### config.mk
export PLATFORM = sky130hd
export DESIGN_NAME = awpt_score_mem
export DESIGN_NICKNAME = d
export VERILOG_FILES = /design/src/hw/rtl/awpt_pkg.sv /design/src/hw/rtl/awpt_score_mem.sv
export SDC_FILE = /design/constraint.sdc
export NUM_CORES = 2
export LEC_CHECK = 0
export BUFFER_PORTS_ARGS = -buffer_cell sky130_fd_sc_hd__buf_2
export CAP_MARGIN = 20
export CORE_ASPECT_RATIO = 0.6
export CORE_MARGIN = 2
export CORE_UTILIZATION = 50
export DETAILED_ROUTE_END_ITERATION = 7
export PLACE_DENSITY = 0.65
export SKIP_LAST_GASP = 1
export SYNTH_ARGS = -nofsm -noshare
export SYNTH_HDL_FRONTEND = slang
export SYNTH_SLANG_ARGS = --single-unit
### constraint.sdc
create_clock -name clk -period 7.6 [get_ports clk]
set_input_delay 1.14 -clock clk [delete_from_list [all_inputs] [get_ports clk]]
set_output_delay 1.14 -clock clk [all_outputs]
set_load 0.02 [all_outputs]
### src/hw/rtl/awpt_pkg.sv
`timescale 1ns / 1ps
package awpt_pkg;

  localparam int MAX_TEXT       = 256;
  localparam int MASK_WIDTH     = 32;
  localparam int POS_BITS       = $clog2(MAX_TEXT);
  localparam int LEN_BITS       = POS_BITS + 1;
  localparam int SCORE_BITS     = 16;
  localparam int CHUNK_BITS     = 3;
  localparam int CHUNK_POS_BITS = $clog2(MASK_WIDTH);
  localparam int WIN_BITS       = 8;
  localparam int THR_BITS       = 8;
  localparam int CFG_IDX_BITS   = 3;
  localparam int CFG_DATA_BITS  = 9;
  localparam int CNT_EXT_BITS   = 16;
  localparam int DEF_COUNT_BITS = 8;
  localparam int TAIL_SKIP      = 3;
  localparam int SMALL_TEXT     = 5;

  typedef enum logic [2:0] {
    ST_IDLE, ST_RD_LAST, ST_SKIP, ST_WSCAN, ST_CSCAN, ST_UPDATE, ST_EMIT
  } awpt_state_t;

  typedef enum logic [CFG_IDX_BITS-1:0] {
    CFG_TEXT_LENGTH = 3'd0,
    CFG_LOOKAHEAD   = 3'd1,
    CFG_SKIP_THR    = 3'd2,
    CFG_PENALTY_THR = 3'd3
  } awpt_cfg_idx_t;

  // row description handed to the mask builder
  typedef struct packed {
    logic [LEN_BITS-1:0]   tl;
    logic [POS_BITS-1:0]   pick;
    logic [WIN_BITS-1:0]   window;
    logic [LEN_BITS-1:0]   clr_end;
    logic [CHUNK_BITS-1:0] chunk;
  } awpt_row_t;

  // a zero count never reaches a threshold
  function automatic logic reached(logic [CNT_EXT_BITS-1:0] cnt,
                                   logic [THR_BITS-1:0] thr);
    reached = (cnt != '0) && (cnt >= CNT_EXT_BITS'(thr));
  endfunction

endpackage

### src/hw/rtl/awpt_score_mem.sv
`timescale 1ns / 1ps
module awpt_score_mem
  import awpt_pkg::*;
(
  input  logic                  clk,
  input  logic                  wr_en,
  input  logic [POS_BITS-1:0]   wr_addr,
  input  logic [SCORE_BITS-1:0] wr_data,
  input  logic [POS_BITS-1:0]   rd_addr,
  output logic [SCORE_BITS-1:0] rd_data
);

  logic [SCORE_BITS-1:0] mem [MAX_TEXT];
  logic [SCORE_BITS-1:0] rd_data_r;

  // one write port, one registered read port
  always_ff @(posedge clk) begin
    if (wr_en) begin
      mem[wr_addr] <= wr_data;
    end
    rd_data_r <= mem[rd_addr];
  end

  assign rd_data = rd_data_r;

endmodule

==> results.yml <==
setup_path:
  crit_arrival_ps: 5560
  worst_setup_path_start_kind: "primary input"
  worstSetupStartpoint: "rd_addr[1]"
  endpoint_kind: "flip-flop"
  r2r_slack_ps: 4250
  worstReg2RegStart: "mem[63][13]"
  reg2regPathDepth: 6
  crit_required_ps: 8390
  rr_endpoint: "rd_data[13]"
  crit_path_max_fanout: 85
  path_class: "primary input to flip-flop"
timing:
  rsz0062_at_grt: "false"
  fin_crit_ps: 4760
  hold_viol_final: 0
  finalSetupViolations: 0
  slew_headroom_pct: -1.54
  setup_slack_ps: 2840
  tns_ps: 0
  fmax_mhz: 210
  tightest_slew_ps: 1520
  period_share_pct: 62.7
  drv_slew: 16
  finClkSkew_ps: 66.1
clock_network:
  cts_setup_buffers: 0
  cts-resized-gates: 0
  clock-sinks: 4112
  cts_tree: "built"
  cts-root-buf: "clkbuf_16"
  clock_latency_ps: 920
  cts_made_buffers: 359
  path_clk_slew_ps: 60
  hold_buffers: 0
  htreeDepth: 5
  clock_path_buffers: 4
route:
  drc_errors: 0
  drtIter0Drc: 13400
  wirelength_mm: 443
  viasPerCell: 6.65
  drt-pass1-iter-count: 6
  vias: 81500
  wl_per_cell_um: 36.2
  antenna_left: 0
yosys:
  synthSimpleGateAreaFrac_pct: 1.57
  synth_top_area_share_pct: 77.5
  synthCells: 7360
  avgSynthCellArea_um2: 21.6
  synth_nets: 7394
  ys_seq_area_share_pct: 77.7
  synth-xor-area-share_pct: 0
  ys_ff_latch: 4112
  ys_warn_count: 0
  synth_flop_cell: "edfxtp_1"
  yosys-top-cells-count: "edfxtp_1, mux4_2, mux2i_1"
  synth_top_family_by_area: "multiplexers"
  synth_compound_gate_area_share_pct: 3.54
  synth_cell_types: 52
  yosysTopAreaCell: "edfxtp_1"
  synth_fa_ha_area_share_pct: 0
  async_flop_share_pct: 0
  post-synth-top-count-cell: "edfxtp_1"
  syn_area_mm2: 0.159
  synthMuxAreaShare_pct: 15.5
  ys_top_cells_by_area: "edfxtp_1, mux4_2, mux2i_1"
  synth_edf_count: 4096
finish:
  drive_gt1_share_pct: 24.6
  layout.cells.non_filler: 12300
  area_growth_pct: 12.0
  fin_nets: 7790
global_route:
  grt_pass1_vias: 77400
  gr-total-overflow: 0
  grt_use_total_pct: 27.3
  grt_max_degree: 212
  grt_antenna_before_repair: 38
  grt_pass1_wl_mm: 615
min_path:
  hold_start: "wr_data[14]"
  min_path_type: "primary input to flip-flop"
  whs_path_depth: 1
  worstHoldEndpoint: "mem[66][14]"
pwr:
  peakVddDrop_v: 0.000197
  p_per_area_mw_per_mm2: 258
  p_leak_nw: 56.0
  p_total_mw: 45.8
place:
  dp_hpwl_mm: 263
  dp.cells: 11600
  pre_cts_slack_ps: 2110
  io_buffers: 49
  gp_congestion: 0.917
outcome:
  violations: "slew limit"
  outcome: "finished with violations"
flow_run:
  maxCapViolations: 0
floorplan:
  io_pins: 50
  rows: 160
  start_util_pct: 50.2
  die_x_um: 731
  die_h_um: 440
  core_mm2: 0.316
  dieArea_mm2: 0.322
[cell usage in the layout (no fill, tap or decap), types with 88 or more instances in the layout]
master / netlist / routed
edfxtp_1: 4096 / 4096
mux4_2: 797 / 797
mux2i_1: 565 / 565
buf_4: 26 / 368
clkbuf_16: 0 / 366
o221ai_1: 252 / 252
nor2_1: 304 / 221
a21oi_1: 175 / 175
o22ai_1: 148 / 148
mux2_2: 88 / 88
[worst max path at each step]
stage,to,cells past startpoint
final,rd_data[4],8
after global routing,rd_data[13],8
after CTS,rd_data[13],8
after detailed placement,rd_data[13],8
after global placement,rd_data[13],10
after floorplan,mem[235][0],6
[per-layer routing]
layer  wire, um  vias to the layer above  GRT usage (%)
li1           -                    32100              -
met1     182000                    43300           42.6
met2     182000                     5481           36.6
met3      68700                      666           10.2
met4      10400                       24           5.90
met5        378                        -              0
[cell type report]
cell class / count / area (um^2)
Timing Repair Buffer: 487 / 4480
Inverter: 4 / 27.5
Sequential cell: 4112 / 123000
Tap cell: 4212 / 5270
Clock inverter: 199 / 2050
Multi-Input combinational cell: 2792 / 33100
Clock buffer: 445 / 9500
Antenna cell: 8 / 20.0
Fill cell: 23000 / 139000
[cells by family (layout without fill, tap and decap cells)]
logic type             count (synthesis)  after routing
AOI/OAI and AO/OA                    786            786
and+or+nand+nor                      556            556
other                                  0              8
muxes                               1450           1450
DFF                                 4112           4112
buffers and inverters                456           1135
[stage by stage]
stage	hold slack [ps]	util (%)	cell area [um^2]
after global routing	681	56.2	178000
after floorplan	854	-	159000
final	695	56.2	178000
after detailed placement	1060	52.4	166000
after global placement	1060	52.3	166000
after CTS	649	56.1	177000
[flip-flops by register name, indices dropped and copies added (netlist names)]
register  flops
rd_data      16
mem        4096
[worst max-delay path, stage by stage]
cell and delay [ps]:
buf_8 400, buf_12 390, nor2b_1 980, a221oi_1 260
a22oi_1 330, nand4_1 390, or4b_1 850, nor4_2 250
[where the power goes]
| part | leakage, nW | switching [mW] | internal, mW |
|---|---|---|---|
| clock | 5.60 | 8.20 | 10.2 |
| combinational | 13.4 | 1.63 | 0.772 |
| sequential | 36.9 | 0.0420 | 25.0 |
Note: power is estimated with default switching activity, not from simulation.
