### src/hw/rtl/awpt_pkg.sv
`timescale 1ns / 1ps
package awpt_pkg;

  localparam int MAX_TEXT       = 256;
  localparam int MASK_WIDTH     = 32;
  localparam int POS_BITS       = $clog2(MAX_TEXT);
  localparam int LEN_BITS       = POS_BITS + 1;
  localparam int SCORE_BITS     = 16;
  localparam int CHUNK_BITS     = 3;
  localparam int CHUNK_POS_BITS = $clog2(MASK_WIDTH);
  localparam int WIN_BITS       = 8;
  localparam int THR_BITS       = 8;
  localparam int CFG_IDX_BITS   = 3;
  localparam int CFG_DATA_BITS  = 9;
  localparam int CNT_EXT_BITS   = 16;
  localparam int DEF_COUNT_BITS = 8;
  localparam int TAIL_SKIP      = 3;
  localparam int SMALL_TEXT     = 5;

  typedef enum logic [2:0] {
    ST_IDLE, ST_RD_LAST, ST_SKIP, ST_WSCAN, ST_CSCAN, ST_UPDATE, ST_EMIT
  } awpt_state_t;

  typedef enum logic [CFG_IDX_BITS-1:0] {
    CFG_TEXT_LENGTH = 3'd0,
    CFG_LOOKAHEAD   = 3'd1,
    CFG_SKIP_THR    = 3'd2,
    CFG_PENALTY_THR = 3'd3
  } awpt_cfg_idx_t;

  // row description handed to the mask builder
  typedef struct packed {
    logic [LEN_BITS-1:0]   tl;
    logic [POS_BITS-1:0]   pick;
    logic [WIN_BITS-1:0]   window;
    logic [LEN_BITS-1:0]   clr_end;
    logic [CHUNK_BITS-1:0] chunk;
  } awpt_row_t;

  // a zero count never reaches a threshold
  function automatic logic reached(logic [CNT_EXT_BITS-1:0] cnt,
                                   logic [THR_BITS-1:0] thr);
    reached = (cnt != '0) && (cnt >= CNT_EXT_BITS'(thr));
  endfunction

endpackage

### src/hw/rtl/awpt_count_mem.sv
`timescale 1ns / 1ps
module awpt_count_mem
  import awpt_pkg::*;
#(
  parameter int COUNT_BITS = DEF_COUNT_BITS
) (
  input  logic                  clk,
  input  logic                  rst_n,
  input  logic                  clr,
  input  logic                  wr_en,
  input  logic [POS_BITS-1:0]   wr_addr,
  input  logic [COUNT_BITS-1:0] wr_data,
  input  logic [POS_BITS-1:0]   rd_addr,
  output logic [COUNT_BITS-1:0] rd_data
);

  logic [COUNT_BITS-1:0] mem [MAX_TEXT];
  logic [MAX_TEXT-1:0]   vld_r;
  logic [COUNT_BITS-1:0] rd_data_r;
  logic                  rd_vld_r;

  // entry storage with registered read
  always_ff @(posedge clk) begin
    if (wr_en) begin
      mem[wr_addr] <= wr_data;
    end
    rd_data_r <= mem[rd_addr];
  end

  // per-entry valid bits; an invalid entry reads as zero
  always_ff @(posedge clk) begin
    if (!rst_n) begin
      vld_r    <= '0;
      rd_vld_r <= 1'b0;
    end else begin
      rd_vld_r <= vld_r[rd_addr] & ~clr;
      if (clr) begin
        vld_r <= '0;
      end else if (wr_en) begin
        vld_r[wr_addr] <= 1'b1;
      end
    end
  end

  assign rd_data = rd_vld_r ? rd_data_r : '0;

endmodule

### config.mk
export PLATFORM = sky130hd
export DESIGN_NAME = awpt_count_mem
export DESIGN_NICKNAME = d
export VERILOG_FILES = /design/src/hw/rtl/awpt_pkg.sv /design/src/hw/rtl/awpt_count_mem.sv
export SDC_FILE = /design/constraint.sdc
export NUM_CORES = 2
export LEC_CHECK = 0
export ABC_AREA = 1
export BUFFER_PORTS_ARGS = -buffer_cell sky130_fd_sc_hd__buf_2
export CORE_ASPECT_RATIO = 2
export CORE_MARGIN = 10
export CORE_UTILIZATION = 55
export CTS_BUF_LIST = sky130_fd_sc_hd__clkbuf_8
export DETAILED_ROUTE_END_ITERATION = 8
export HOLD_SLACK_MARGIN = 0.05
export PLACE_DENSITY = 0.68
export SLEW_MARGIN = 30
export SYNTH_ARGS = -nofsm -noshare
export SYNTH_HDL_FRONTEND = slang
export SYNTH_SLANG_ARGS = --single-unit
export TNS_END_PERCENT = 20
### constraint.sdc
create_clock -name clk -period 2.8 [get_ports clk]
set_clock_uncertainty 0.15 [all_clocks]
set_input_delay 0.56 -clock clk [delete_from_list [all_inputs] [get_ports clk]]
set_output_delay 0.56 -clock clk [all_outputs]
set_load 0.01 [all_outputs]
==> impl_metrics.yaml <==
global_routing:
  antenna_found_initial: 6
  grt_start_max_net_pins: 87
  grt_use_total_pct: 29.38
  grt_overflow_total: 0
  grt_pass1_wl_mm: 415.7
  grt_pass1_vias: 66620
cts:
  cts-htree-levels: 5
  clk-insertion-delay-late_ns: 0.94
  tritoncts: "done"
  numCtsBuffers: 311
  clk_pin_slew_ns: 0.07
  root_buffer: "clkbuf_8"
  numClockSinks: 2313
  clk_path_buf_depth: 4
cells_and_area:
  multiInputGateArea_sq_um: 23260
  nNetsFinal: 8946
  layout-drive-gt1-share_pct: 12.72
  seqCellArea_sq_um: 66810
  fillerInstances: 13030
  final_util_pct: 63.08
  syn_to_final_growth_pct: 14.22
  stdcell_area_sq_um: 106900
worst_setup_path:
  start_kind: "flop"
  critPathSlowestCell: "dfxtp_2"
  worst-path-max-fanout: 8
  cpPeakStageDelay_ns: 0.50
  reg2reg_slack_ns: 0.38
  crit_type: "flop to output pin"
  cp.buffers_inverters: 2
  crit_arrival_ns: 1.92
  path_cells: "nand2_1 -> inv_1 -> buf_2"
  cp.required_ns: 2.09
  crit_family: "flip-flops"
  end_kind: "output pin"
die:
  coreArea_sq_um: 169500
  rows: 214
  die_h_um: 603.4
  io_pins: 36
  die-width_um: 311.7
  fp.dieArea_sq_um: 188100
  initial_core_util_pct: 55.23
power:
  p_per_area_nw_per_um2: 635.5
  peakVddDrop_mv: 0.4463
  p_leak_nw: 38.92
drt:
  routedWlPerCell_um: 24.69
  met2WireLength_mm: 141.1
  wl_met3_mm: 20.37
  drtIter0Drc: 7282
  dr.pass1.iters: 7
  wl_met1_mm: 93.64
  wirelength_mm: 282.2
  route.top_layer_used: "met5"
  drc: 0
  via_per_inst: 5.870
  num_vias: 67100
  drtAntennaViolNets: 0
placed_design:
  place_congestion: 0.9639
  place_area_sq_um: 100800
  pre_cts_slack_ns: -0.4604
  io_buffers: 35
  dp_hpwl_mm: 185.5
synth:
  syn-num-nets: 8437
  yosysWarnings: 0
  ys_seq_area_share_pct: 71.37
  avgSynthCellArea_sq_um: 11.13
  ys_seq_elements: 2313
  ys_types: 21
  yosys.area.top_type_share_pct: 65.70
  synth_area_leaders: "edfxtp_1 66%, nand3_1 12%, nand2_1 9.2%, dfxtp_1 5.7%, nor2_1 3.4%"
  synth_area_sq_um: 93600
  synth_top_area_cell: "edfxtp_1"
  syn_inst: 8409
run:
  cap_violations: 0
sta:
  relSlewSlack_pct: 32.73
  rsz0062_at_grt: "no"
  min_period_ns: 2.628
  finalSetupTns_ns: 0
  tightest_slew_ns: 1.005
  setup_slack_ns: 0.1716
  finalSetupViolations: 0
  finalHoldViolations: 0
  max_freq_mhz: 380.5
  slew_viol_final: 0
  hold-worst-slack_ns: 0.1595
  period_share_pct: 93.87
min_path:
  hold_class: "primary input to flop"
run_status:
  status: "finished, final reports clean"
[through the flow]
stage,cells,power (mW)
after floorplan,8409,40.76
after global placement,10860,43.32
after detailed placement,10860,43.37
after CTS,11430,68.13
after global routing,11430,69.88
final,11430,67.94
[worst reg2reg max path, cell delays in order (launching register included)]
cell and delay (ns):
dfxtp_1 0.34, nand2_1 0.06, nand3_1 0.09, nand3_1 0.17, nand3_1 0.12, nand3_1 0.20
nand3_1 0.27, nand3_1 0.19, nand3_1 0.11, nand2_1 0.05, dlygate4sd3_1 0.56, nor2_1 0.08
[registers in the layout, summed over array words and instances (netlist names)]
name,count
mem,2048
rd_vld_r,1
vld_r,256
rd_data_r,8
[Yosys cell counts, drive strengths merged]
library cell,n
nand3,2209
clkbuf,102
edfxtp,2048
o21a,5
nor2,840
buf,463
nor3,3
clkinv,4
o22ai,10
inv,103
a21oi,26
o21ai,44
dfxtp,265
nand2,2287
[cells in the final DEF (no fill, tap or decap), types with 5 or more instances in the layout]
cell type and n:
inv_1 193, nand3_1 2209, buf_12 141, clkbuf_8 342, nor2_1 840, buf_8 11, o21ai_0 44, dlygate4sd3_1 12
nand2_1 2287, dfxtp_1 264, o22ai_1 10, buf_2 22, bufinv_16 16, clkinv_2 42, a21oi_1 26, clkinvlp_4 5
clkinv_1 54, o21a_1 5, buf_4 574, edfxtp_1 2048
[area by class of cell]
cell class,count,area share (%)
Sequential cell,2313,62.49
Antenna cell,3,0.007022
Timing Repair Buffer,761,7.051
Multi-Input combinational cell,5424,21.75
Inverter,107,0.4166
Clock buffer,342,4.403
Clock inverter,213,1.229
Tap cell,2268,2.654
[power breakdown]
group	switching, mW	internal, mW	total (mW)	leakage [nW]
clock	12.5	12.7	25.2	3.46
combinational	3.61	1.51	5.12	14.9
sequential	0.0507	37.6	37.6	20.5
total	16.1	51.8	67.9	38.9
[cells by family (layout without fill, tap and decap cells)]
logic type             Yosys count  in the layout  share of synthesized area [%]
and+or+nand+nor               5339           5339                          24.37
DFF                           2313           2313                          71.37
buffers and inverters          672           1423                          3.782
AOI/OAI and AO/OA               85             85                         0.4812
other                            0              3                              0
[routing by layer]
layer,vias up,track usage (%)
li1,30280,-
met1,32560,31.59
met2,3265,50.67
met3,995,4.452
met4,4,24.79
met5,-,0
[timing repair]
item | 4_1_cts | 5_1_grt
hold endpoints to repair | 297 | 0
setup buffers | 0 | 0
hold buffers | 12 | 0
gates resized for setup | 1 | 0
setup endpoints to repair | 2 | 0
[worst paths after layout]
kind,start,end,depth (start not counted)
setup reg to reg,vld_r[185]$_SDFFE_PP0P_,rd_vld_r$_SDFF_PN0_,11
hold reg to reg,vld_r[253]$_SDFFE_PP0P_,vld_r[253]$_SDFFE_PP0P_,1
setup / recovery,rd_vld_r$_SDFF_PN0_,rd_data[6],3
hold / removal,rd_addr[6],rd_data_r[5]$_DFF_P_,6
Note: power is estimated with default switching activity, not from simulation.
